### src/hdl/tare_pkg.sv
// ----------------------------------------------------------------------------
// tare_pkg
// Types and codes shared by the alarm rule engine modules.
// ----------------------------------------------------------------------------
package tare_pkg;

   typedef enum logic [2:0] {
      OP_ADD_COMPARE = 3'd0,
      OP_ADD_STALE   = 3'd1,
      OP_SAMPLE      = 3'd2,
      OP_CHECK_STALE = 3'd3,
      OP_CLEAR       = 3'd4
   } op_type;

   localparam logic [2:0] CMP_GT    = 3'd0;
   localparam logic [2:0] CMP_GTE   = 3'd1;
   localparam logic [2:0] CMP_LT    = 3'd2;
   localparam logic [2:0] CMP_LTE   = 3'd3;
   localparam logic [2:0] CMP_EQ    = 3'd4;
   localparam logic [2:0] CMP_NEQ   = 3'd5;
   localparam logic [2:0] CMP_STALE = 3'd6;

   localparam logic [1:0] LEVEL_INFO  = 2'd0;
   localparam logic [1:0] LEVEL_WARN  = 2'd1;
   localparam logic [1:0] LEVEL_ERROR = 2'd2;
   localparam logic [1:0] LEVEL_BAD   = 2'd3;

   localparam logic [1:0] STATUS_OK      = 2'd0;
   localparam logic [1:0] STATUS_INVALID = 2'd1;
   localparam logic [1:0] STATUS_FULL    = 2'd2;

   typedef enum logic [1:0] {
      ST_IDLE    = 2'd0,
      ST_WALK    = 2'd1,
      ST_SUMMARY = 2'd2
   } state_type;

   typedef struct packed {
      logic [2:0]         operation;
      logic [15:0]        key_id;
      logic [2:0]         compare_op;
      logic signed [47:0] threshold;
      logic [1:0]         alarm_level;
      logic [15:0]        event_code;
      logic [46:0]        cooldown;
      logic signed [47:0] sample_value;
      logic [31:0]        current_time;
   } req_type;

   typedef struct packed {
      logic [1:0]         status;
      logic               is_last;
      logic [3:0]         rule_index;
      logic [15:0]        fired_event;
      logic [1:0]         fired_level;
      logic signed [47:0] fired_threshold;
      logic signed [47:0] event_value;
      logic [4:0]         emitted_count;
      logic [31:0]        samples_total;
      logic [31:0]        info_total;
      logic [31:0]        warn_total;
      logic [31:0]        error_total;
   } rsp_type;

   // rule fields fixed at add time
   typedef struct packed {
      logic [15:0]        key;
      logic [2:0]         compare;
      logic signed [47:0] threshold;
      logic [1:0]         level;
      logic [15:0]        event_code;
      logic [46:0]        cooldown;
   } rule_type;

   // rule fields that a walk updates
   typedef struct packed {
      logic [31:0] last_emit;
      logic        has_emit;
      logic        seen;
   } track_type;

   typedef struct packed {
      logic      fire;
      logic      touch;
      track_type track;
   } eval_type;

endpackage

### src/hdl/tare_ram.sv
// ----------------------------------------------------------------------------
// tare_ram
// Single write port, single read port RAM with registered read data.
// ----------------------------------------------------------------------------
module tare_ram #(
   parameter int DEPTH  = 16,
   parameter int WIDTH  = 8,
   parameter int ADDR_W = 4
) (
   input  logic              clock,
   input  logic              wr_en,
   input  logic [ADDR_W-1:0] wr_addr,
   input  logic [WIDTH-1:0]  wr_data,
   input  logic [ADDR_W-1:0] rd_addr,
   output logic [WIDTH-1:0]  rd_data
);

   logic [WIDTH-1:0] mem [DEPTH];
   logic [WIDTH-1:0] rd_data_ff;

   always_ff @(posedge clock) begin
      if (wr_en) begin
         mem[wr_addr] <= wr_data;
      end
      rd_data_ff <= mem[rd_addr];
   end

   assign rd_data = rd_data_ff;

endmodule

### src/hdl/tare_eval.sv
// ----------------------------------------------------------------------------
// tare_eval
// Match, comparison and cooldown test of one rule against the current beat.
// ----------------------------------------------------------------------------
module tare_eval (
   input  logic                  is_sample,
   input  logic [15:0]           key,
   input  logic signed [47:0]    value,
   input  logic [31:0]           now,
   input  tare_pkg::rule_type    rule,
   input  tare_pkg::track_type   track,
   output tare_pkg::eval_type    result
);

   logic               is_stale;
   logic               key_hit;
   logic               cmp_hit;
   logic               cooling;
   logic signed [32:0] diff;
   logic signed [48:0] elapsed;
   logic               candidate;

   always_comb begin
      is_stale = (rule.compare == tare_pkg::CMP_STALE);
      key_hit  = (rule.key == key);
      case (rule.compare)
         tare_pkg::CMP_GT:    cmp_hit = value > rule.threshold;
         tare_pkg::CMP_GTE:   cmp_hit = value >= rule.threshold;
         tare_pkg::CMP_LT:    cmp_hit = value < rule.threshold;
         tare_pkg::CMP_LTE:   cmp_hit = value <= rule.threshold;
         tare_pkg::CMP_EQ:    cmp_hit = value == rule.threshold;
         tare_pkg::CMP_NEQ:   cmp_hit = value != rule.threshold;
         tare_pkg::CMP_STALE: cmp_hit = value > rule.threshold;
         default:             cmp_hit = 1'b0;
      endcase

      diff    = $signed({1'b0, now}) - $signed({1'b0, track.last_emit});
      elapsed = {diff, 16'h0000};
      cooling = (rule.cooldown != '0) && track.has_emit
                && (elapsed < $signed({2'b00, rule.cooldown}));

      if (is_sample) begin
         candidate    = key_hit && cmp_hit;
         result.touch = key_hit;
      end else begin
         candidate    = is_stale && !track.seen;
         result.touch = candidate;
      end
      result.fire = candidate && !cooling;

      result.track = track;
      if (is_sample && key_hit && is_stale) begin
         result.track.seen = 1'b1;
      end
      if (result.fire) begin
         result.track.last_emit = now;
         result.track.has_emit  = 1'b1;
      end
   end

endmodule

### src/hdl/threshold_alarm_rule_engine_top.sv
// ----------------------------------------------------------------------------
// threshold_alarm_rule_engine_top
// Alarm rule table with sample, stale check, add and clear operations.
// ----------------------------------------------------------------------------
// One request beat is taken at a time. Add, clear and unused operations, and
// sample or stale check on an empty table, go straight to the summary state,
// which loads their single summary beat and raises rsp_valid once the output
// is free; the next request is taken when the engine is back in idle. Sample
// and stale check walk the rule RAMs one entry per cycle while no event beat
// is held by a stalled output, holding on an entry whose event beat cannot be
// loaded. Each request ends with one summary beat carrying status and the
// wrapping counters; event beats come before it in rule order. No clearing
// pass is needed after reset.
module threshold_alarm_rule_engine_top #(
   parameter int MAX_RULES = 16
) (
   input  logic              clock,
   input  logic              reset,
   input  logic              req_valid,
   output logic              req_stall,
   input  tare_pkg::req_type req_data,
   output logic              rsp_valid,
   input  logic              rsp_stall,
   output tare_pkg::rsp_type rsp_data
);

   localparam int IDX_W = (MAX_RULES > 1) ? $clog2(MAX_RULES) : 1;
   localparam int CNT_W = $clog2(MAX_RULES + 1);

   tare_pkg::state_type state_ff, state_in;
   logic [IDX_W-1:0]    idx_ff, idx_in;
   logic [CNT_W-1:0]    count_ff, count_in;
   logic [4:0]          emitted_ff, emitted_in;
   logic [1:0]          status_ff, status_in;
   logic [31:0]         samples_ff, samples_in;
   logic [31:0]         info_ff, info_in;
   logic [31:0]         warn_ff, warn_in;
   logic [31:0]         error_ff, error_in;
   tare_pkg::req_type   req_ff, req_in;
   logic                rsp_valid_ff, rsp_valid_in;
   tare_pkg::rsp_type   rsp_ff, rsp_in;

   logic                rule_we;
   logic [IDX_W-1:0]    rule_waddr;
   tare_pkg::rule_type  rule_wdata, rule_rdata;
   logic                track_we;
   logic [IDX_W-1:0]    track_waddr;
   tare_pkg::track_type track_wdata, track_rdata;
   logic [IDX_W-1:0]    rd_addr;

   tare_pkg::eval_type  eval;
   logic                out_free;
   logic                bad;
   logic                advance;
   logic [IDX_W+3:0]    idx_wide;

   tare_ram #(
      .DEPTH (MAX_RULES),
      .WIDTH ($bits(tare_pkg::rule_type)),
      .ADDR_W(IDX_W)
   ) u_rule_ram (
      .clock  (clock),
      .wr_en  (rule_we),
      .wr_addr(rule_waddr),
      .wr_data(rule_wdata),
      .rd_addr(rd_addr),
      .rd_data(rule_rdata)
   );

   tare_ram #(
      .DEPTH (MAX_RULES),
      .WIDTH ($bits(tare_pkg::track_type)),
      .ADDR_W(IDX_W)
   ) u_track_ram (
      .clock  (clock),
      .wr_en  (track_we),
      .wr_addr(track_waddr),
      .wr_data(track_wdata),
      .rd_addr(rd_addr),
      .rd_data(track_rdata)
   );

   tare_eval u_eval (
      .is_sample(req_ff.operation == tare_pkg::OP_SAMPLE),
      .key      (req_ff.key_id),
      .value    (req_ff.sample_value),
      .now      (req_ff.current_time),
      .rule     (rule_rdata),
      .track    (track_rdata),
      .result   (eval)
   );

   always_ff @(posedge clock) begin
      if (reset) begin
         state_ff     <= tare_pkg::ST_IDLE;
         count_ff     <= '0;
         samples_ff   <= '0;
         info_ff      <= '0;
         warn_ff      <= '0;
         error_ff     <= '0;
         rsp_valid_ff <= 1'b0;
      end else begin
         state_ff     <= state_in;
         count_ff     <= count_in;
         samples_ff   <= samples_in;
         info_ff      <= info_in;
         warn_ff      <= warn_in;
         error_ff     <= error_in;
         rsp_valid_ff <= rsp_valid_in;
      end
      idx_ff     <= idx_in;
      emitted_ff <= emitted_in;
      status_ff  <= status_in;
      req_ff     <= req_in;
      rsp_ff     <= rsp_in;
   end

   always_comb begin
      state_in     = state_ff;
      idx_in       = idx_ff;
      count_in     = count_ff;
      emitted_in   = emitted_ff;
      status_in    = status_ff;
      samples_in   = samples_ff;
      info_in      = info_ff;
      warn_in      = warn_ff;
      error_in     = error_ff;
      req_in       = req_ff;
      rsp_in       = rsp_ff;
      out_free     = !rsp_valid_ff || !rsp_stall;
      rsp_valid_in = rsp_valid_ff && rsp_stall;
      rule_we      = 1'b0;
      rule_waddr   = count_ff[IDX_W-1:0];
      rule_wdata   = '{key:        req_data.key_id,
                       compare:    req_data.compare_op,
                       threshold:  req_data.threshold,
                       level:      req_data.alarm_level,
                       event_code: req_data.event_code,
                       cooldown:   req_data.cooldown};
      track_we     = 1'b0;
      track_waddr  = idx_ff;
      track_wdata  = eval.track;
      rd_addr      = idx_ff;
      bad          = 1'b0;
      advance      = 1'b0;
      idx_wide     = {4'b0000, idx_ff};

      case (state_ff)
         tare_pkg::ST_IDLE: begin
            if (req_valid) begin
               req_in     = req_data;
               emitted_in = '0;
               status_in  = tare_pkg::STATUS_OK;
               idx_in     = '0;
               rd_addr    = '0;
               state_in   = tare_pkg::ST_SUMMARY;
               case (req_data.operation)
                  tare_pkg::OP_ADD_COMPARE, tare_pkg::OP_ADD_STALE: begin
                     if (req_data.operation == tare_pkg::OP_ADD_COMPARE) begin
                        bad = (req_data.compare_op > tare_pkg::CMP_NEQ);
                     end else begin
                        bad = (req_data.threshold < 0);
                        rule_wdata.compare = tare_pkg::CMP_STALE;
                     end
                     bad = bad || (req_data.alarm_level == tare_pkg::LEVEL_BAD);
                     if (bad) begin
                        status_in = tare_pkg::STATUS_INVALID;
                     end else if (count_ff >= CNT_W'(MAX_RULES)) begin
                        status_in = tare_pkg::STATUS_FULL;
                     end else begin
                        rule_we     = 1'b1;
                        track_we    = 1'b1;
                        track_waddr = count_ff[IDX_W-1:0];
                        track_wdata = '0;
                        count_in    = count_ff + 1'b1;
                     end
                  end
                  tare_pkg::OP_SAMPLE: begin
                     samples_in = samples_ff + 1'b1;
                     if (count_ff != '0) begin
                        state_in = tare_pkg::ST_WALK;
                     end
                  end
                  tare_pkg::OP_CHECK_STALE: begin
                     if (count_ff != '0) begin
                        state_in = tare_pkg::ST_WALK;
                     end
                  end
                  tare_pkg::OP_CLEAR: begin
                     count_in   = '0;
                     samples_in = '0;
                     info_in    = '0;
                     warn_in    = '0;
                     error_in   = '0;
                  end
                  default: begin
                  end
               endcase
            end
         end

         tare_pkg::ST_WALK: begin
            // hold on this entry while an event beat cannot be loaded
            advance = !eval.fire || out_free;
            if (advance) begin
               track_we = eval.touch;
               if (eval.fire) begin
                  rsp_valid_in           = 1'b1;
                  rsp_in                 = '0;
                  rsp_in.rule_index      = idx_wide[3:0];
                  rsp_in.fired_event     = rule_rdata.event_code;
                  rsp_in.fired_level     = rule_rdata.level;
                  rsp_in.fired_threshold = rule_rdata.threshold;
                  rsp_in.event_value     = (req_ff.operation == tare_pkg::OP_SAMPLE)
                                           ? req_ff.sample_value : rule_rdata.threshold;
                  emitted_in             = emitted_ff + 1'b1;
                  case (rule_rdata.level)
                     tare_pkg::LEVEL_INFO:  info_in  = info_ff + 1'b1;
                     tare_pkg::LEVEL_WARN:  warn_in  = warn_ff + 1'b1;
                     tare_pkg::LEVEL_ERROR: error_in = error_ff + 1'b1;
                     default: begin
                     end
                  endcase
               end
               if ((CNT_W'(idx_ff) + 1'b1) == count_ff) begin
                  state_in = tare_pkg::ST_SUMMARY;
               end else begin
                  idx_in  = idx_ff + 1'b1;
                  rd_addr = idx_ff + 1'b1;
               end
            end
         end

         tare_pkg::ST_SUMMARY: begin
            if (out_free) begin
               rsp_valid_in         = 1'b1;
               rsp_in               = '0;
               rsp_in.status        = status_ff;
               rsp_in.is_last       = 1'b1;
               rsp_in.emitted_count = emitted_ff;
               rsp_in.samples_total = samples_ff;
               rsp_in.info_total    = info_ff;
               rsp_in.warn_total    = warn_ff;
               rsp_in.error_total   = error_ff;
               state_in             = tare_pkg::ST_IDLE;
            end
         end

         default: begin
            state_in = tare_pkg::ST_IDLE;
         end
      endcase
   end

   assign req_stall = (state_ff != tare_pkg::ST_IDLE);
   assign rsp_valid = rsp_valid_ff;
   assign rsp_data  = rsp_ff;

endmodule
### config.mk
export PLATFORM = sky130hd
export DESIGN_NAME = threshold_alarm_rule_engine_top
export DESIGN_NICKNAME = d
export VERILOG_FILES = /design/src/hdl/tare_pkg.sv /design/src/hdl/tare_ram.sv /design/src/hdl/tare_eval.sv /design/src/hdl/threshold_alarm_rule_engine_top.sv
export SDC_FILE = /design/constraint.sdc
export NUM_CORES = 2
export LEC_CHECK = 0
export ABC_CLOCK_PERIOD_IN_PS = 40700
export BUFFER_PORTS_ARGS = -buffer_cell sky130_fd_sc_hd__buf_2
export CAP_MARGIN = 10
export CORE_ASPECT_RATIO = 1.4
export CORE_MARGIN = 2
export CORE_UTILIZATION = 60
export CTS_BUF_LIST = sky130_fd_sc_hd__clkbuf_4 sky130_fd_sc_hd__clkbuf_8 sky130_fd_sc_hd__clkbuf_16
export CTS_CLUSTER_SIZE = 24
export DETAILED_ROUTE_END_ITERATION = 12
export PLACE_DENSITY = 0.78
export SYNTH_ARGS = -nofsm -noshare
export SYNTH_HDL_FRONTEND = slang
export SYNTH_SLANG_ARGS = --single-unit
### constraint.sdc
create_clock -name clock -period 40.7 [get_ports clock]
set_clock_uncertainty 0.1 [all_clocks]
set_input_delay 8.14 -clock clock [delete_from_list [all_inputs] [get_ports clock]]
set_output_delay 8.14 -clock clock [all_outputs]
set_load 0.01 [all_outputs]
==> results.toml <==
[status]
outcome = "finished clean"

[sta]
rsz0062_at_grt = "no"
fin_crit_sh = 0.3457
finalHoldViolations = 0
slew_viol_final = 0
relSlewSlack = 0.1497
worst_slew_pin_slew_ns = 1.272
period_minus_slack_ns = 14.07
timing.fmax_mhz = 71.07
setup_viol = 0
setup_tns_ns = 0

[placed_design]
routabilityCongestion = 0.8971
hpwl_um = 189900
placed_cell_area_sq_um = 138200
portBuffers = 474

[clock_tree]
cts.clk_slew.worst_paths_ns = 0.06
cts_setup_buffers = 0
clockBufferDepth = 4
clk_latency_ns = 0.89
cts_root_buf = "clkbuf_16"
hold_buffers = 0
numClockSinks = 3322
h-tree-depth = 5
cts_buffers = 308
cts_tree = "done"
cts_resized = 0

[yosys]
ys.warnings.count = 0
synth_nets = 9479
yosysSeqAreaShare = 0.7236
async_flop_share = 0
yosysUniqueCellTypes = 80
avgSynthCellArea_sq_um = 14.63
syn_area_sq_um = 133600
ys.flop_type = "edfxtp_1"
synth_edf_count = 3016
syn_inst = 9135
ys_ff_latch = 3322

[detailed_routing]
dr.pass1.iters = 9
wl_um = 354700
drtIter0Drc = 10560
vias = 85960
wl_per_cell_um = 28.39
vias_per_cell = 6.880
ant_nets = 0
drc = 0

[setup_path]
max_stage_delay_ns = 0.97
crit_chain = "buf_2, nand2_1, inv_6, a21oi_1, and2_4, nor2_4, buf_12, buf_4, buf_4, buf_4, mux2i_1, o22ai_1, or3_1"
cp_max_fo = 135
r2r_slack_ns = 28.33
cp_slowest_cell = "buf_4"
crit_top_cell = "buf_4"
r2r_cells = 31
critPathKind = "in2reg"
crit_required_ns = 41.34
startpoint_type = "input pin"
endpoint_kind = "flip-flop"
worstPathArrival_ns = 14.71

[min_path]
hold_class = "reg2reg"
whs_path_depth = 2

[power]
vdd_drop_max_mv = 0.05037
p_per_area_nw_per_um2 = 46.98
seqPwrFrac = 0.543
p_clk_frac = 0.420
comb_power_share = 0.037
switching_share = 0.2070
switching_power_mw = 1.445
p_leak_nw = 53.93
power.internal_mw = 5.535

[grt]
gr-usage-met2 = 0.4960
gr-usage-all-layers = 0.3048
grt_first_pass_wirelength_um = 524600
grt_pass1_vias = 84570
grt_busiest_layer = "met2"
grt-ovfl-total = 0
antenna_found_initial = 53
gr-usage-met1 = 0.3947
grt_max_degree = 221
grt_util_met3 = 0.06735

[final_layout]
seq_area_sq_um = 96690
drive_gt1_frac = 0.1269
fillerInstances = 14650
multiInputGateArea_sq_um = 33700
fin_area_sq_um = 148600
synthToLayoutAreaGrowth_pct = 11.18
final_nets = 9661

[floorplan]
core_area_sq_um = 222100
ios = 475
dieArea_sq_um = 226600
start_util = 0.6016
fp.dieW_um = 402.9
die_h_um = 562.4
rows = 205

[run]
drv_cap = 0
Yosys cell counts (4+ instances only):
cell | count | area [sq um]
edfxtp_1 | 3016 | 90570
nand3_1 | 722 | 3613
mux2i_1 | 677 | 6777
a2111oi_0 | 656 | 5746
o21ai_0 | 613 | 3068
clkbuf_1 | 527 | 1978
o22ai_1 | 326 | 2039
nor2_1 | 310 | 1164
dfxtp_1 | 306 | 6126
nand2_1 | 230 | 863.3
or3_1 | 196 | 1226
a21oi_1 | 179 | 895.9
or4_1 | 164 | 1231
and2_1 | 147 | 919.6
buf_2 | 147 | 735.7
inv_1 | 147 | 551.8
ha_1 | 124 | 1551
xor2_1 | 102 | 893.4
o21ai_1 | 97 | 485.5
nand4_1 | 51 | 319.1
xnor2_1 | 46 | 402.9
buf_1 | 45 | 168.9
nor3_1 | 36 | 180.2
nor2b_1 | 31 | 193.9
and3_1 | 29 | 181.4
nor4_1 | 22 | 137.6
a21o_1 | 21 | 157.7
o21a_1 | 14 | 105.1
nand2b_1 | 13 | 81.33
a31oi_1 | 12 | 75.07
buf_4 | 11 | 82.58
and4_1 | 10 | 87.58
a211oi_1 | 9 | 67.56
o211ai_1 | 9 | 67.56
buf_6 | 8 | 90.09
a32o_1 | 6 | 60.06
clkbuf_2 | 6 | 30.03
a211o_1 | 5 | 43.79
nor3b_1 | 4 | 30.03
o31ai_1 | 4 | 30.03
power by group through the flow:
stage                     Combinational (mW)  Clock, mW  Sequential, mW
after floorplan                        0.129          0            3.88
after detailed placement               0.254          0            3.86
after CTS                              0.256       2.95            3.79
after global placement                 0.243          0            3.86
final                                  0.258       2.93            3.79
after global routing                   0.280       3.07            3.79
worst max-delay path, delay by kind of cell:
kind,cells,cell delay (ns)
compound gates,2,0.44
simple gates,4,1.46
mux,1,0.34
buf+inv,6,3.73
cells in the final DEF (no fill, tap or decap), types with 229 or more instances in the layout:
cell type / count
a2111oi_0: 656
buf_2: 474
clkbuf_16: 315
dfxtp_1: 306
edfxtp_1: 3016
mux2i_1: 676
nand2_1: 229
nand3_1: 718
nor2_1: 281
o21ai_0: 613
o22ai_1: 326
per-layer routing:
layer	routed length, um	vias up
li1	-	36510
met1	129000	42770
met2	170400	5665
met3	39670	989
met4	15410	30
met5	193	-
cell families after synthesis:
kind of cell    after synthesis  synth area share
simple gates               1979           0.07750
compound gates             1986           0.09881
flops                      3322            0.7236
buf+inv                     894           0.02734
xor+xnor                    148          0.009700
fa+ha+maj                   125           0.01176
mux                         681           0.05133
final cells by class:
type / instances / area share
Sequential cell: 3322 / 0.6508
Multi-Input combinational cell: 4919 / 0.2268
Clock buffer: 401 / 0.05870
Timing Repair Buffer: 616 / 0.02440
Tap cell: 2898 / 0.02440
Clock inverter: 149 / 0.01021
Inverter: 150 / 0.003992
Antenna cell: 39 / 0.0006569
path summary, 6_finish.rpt:
path	start	endpoint
min	info_ff[9]	info_ff[9]
max	req_valid	u_rule_ram.rd_data[79]
min reg2reg	info_ff[9]	info_ff[9]
max reg2reg	req_ff[1]	u_rule_ram.rd_data[79]
through the flow:
| stage | setup slack, ns | hold slack, ns | total power, mW | std cells | util |
|---|---|---|---|---|---|
| 3_5_place_dp | 25.86 | 0.3877 | 4.118 | 11900 | 0.6223 |
| 4_1_cts | 26.72 | 0.3965 | 6.998 | 12450 | 0.6684 |
| 3_3_place_gp | 26.13 | 0.3647 | 4.107 | 11900 | 0.6222 |
| 6_report | 26.63 | 0.3960 | 6.980 | 12490 | 0.6689 |
| 5_1_grt | 26.34 | 0.4131 | 7.147 | 12470 | 0.6686 |
| 2_1_floorplan | 20.64 | 0.3536 | 4.007 | 9135 | - |
flip-flops by register name, summed over array words and instances (netlist names):
register	count
emitted_ff	5
status_ff	2
u_rule_ram.rd_data	132
error_ff	32
u_track_ram.mem	544
u_rule_ram.mem	2112
state_ff	2
warn_ff	32
req_ff	99
info_ff	32
count_ff	5
idx_ff	4
u_track_ram.rd_data	34
samples_ff	32
rsp_valid	1
rsp_data	254
Note: power is estimated with default switching activity, not from simulation.
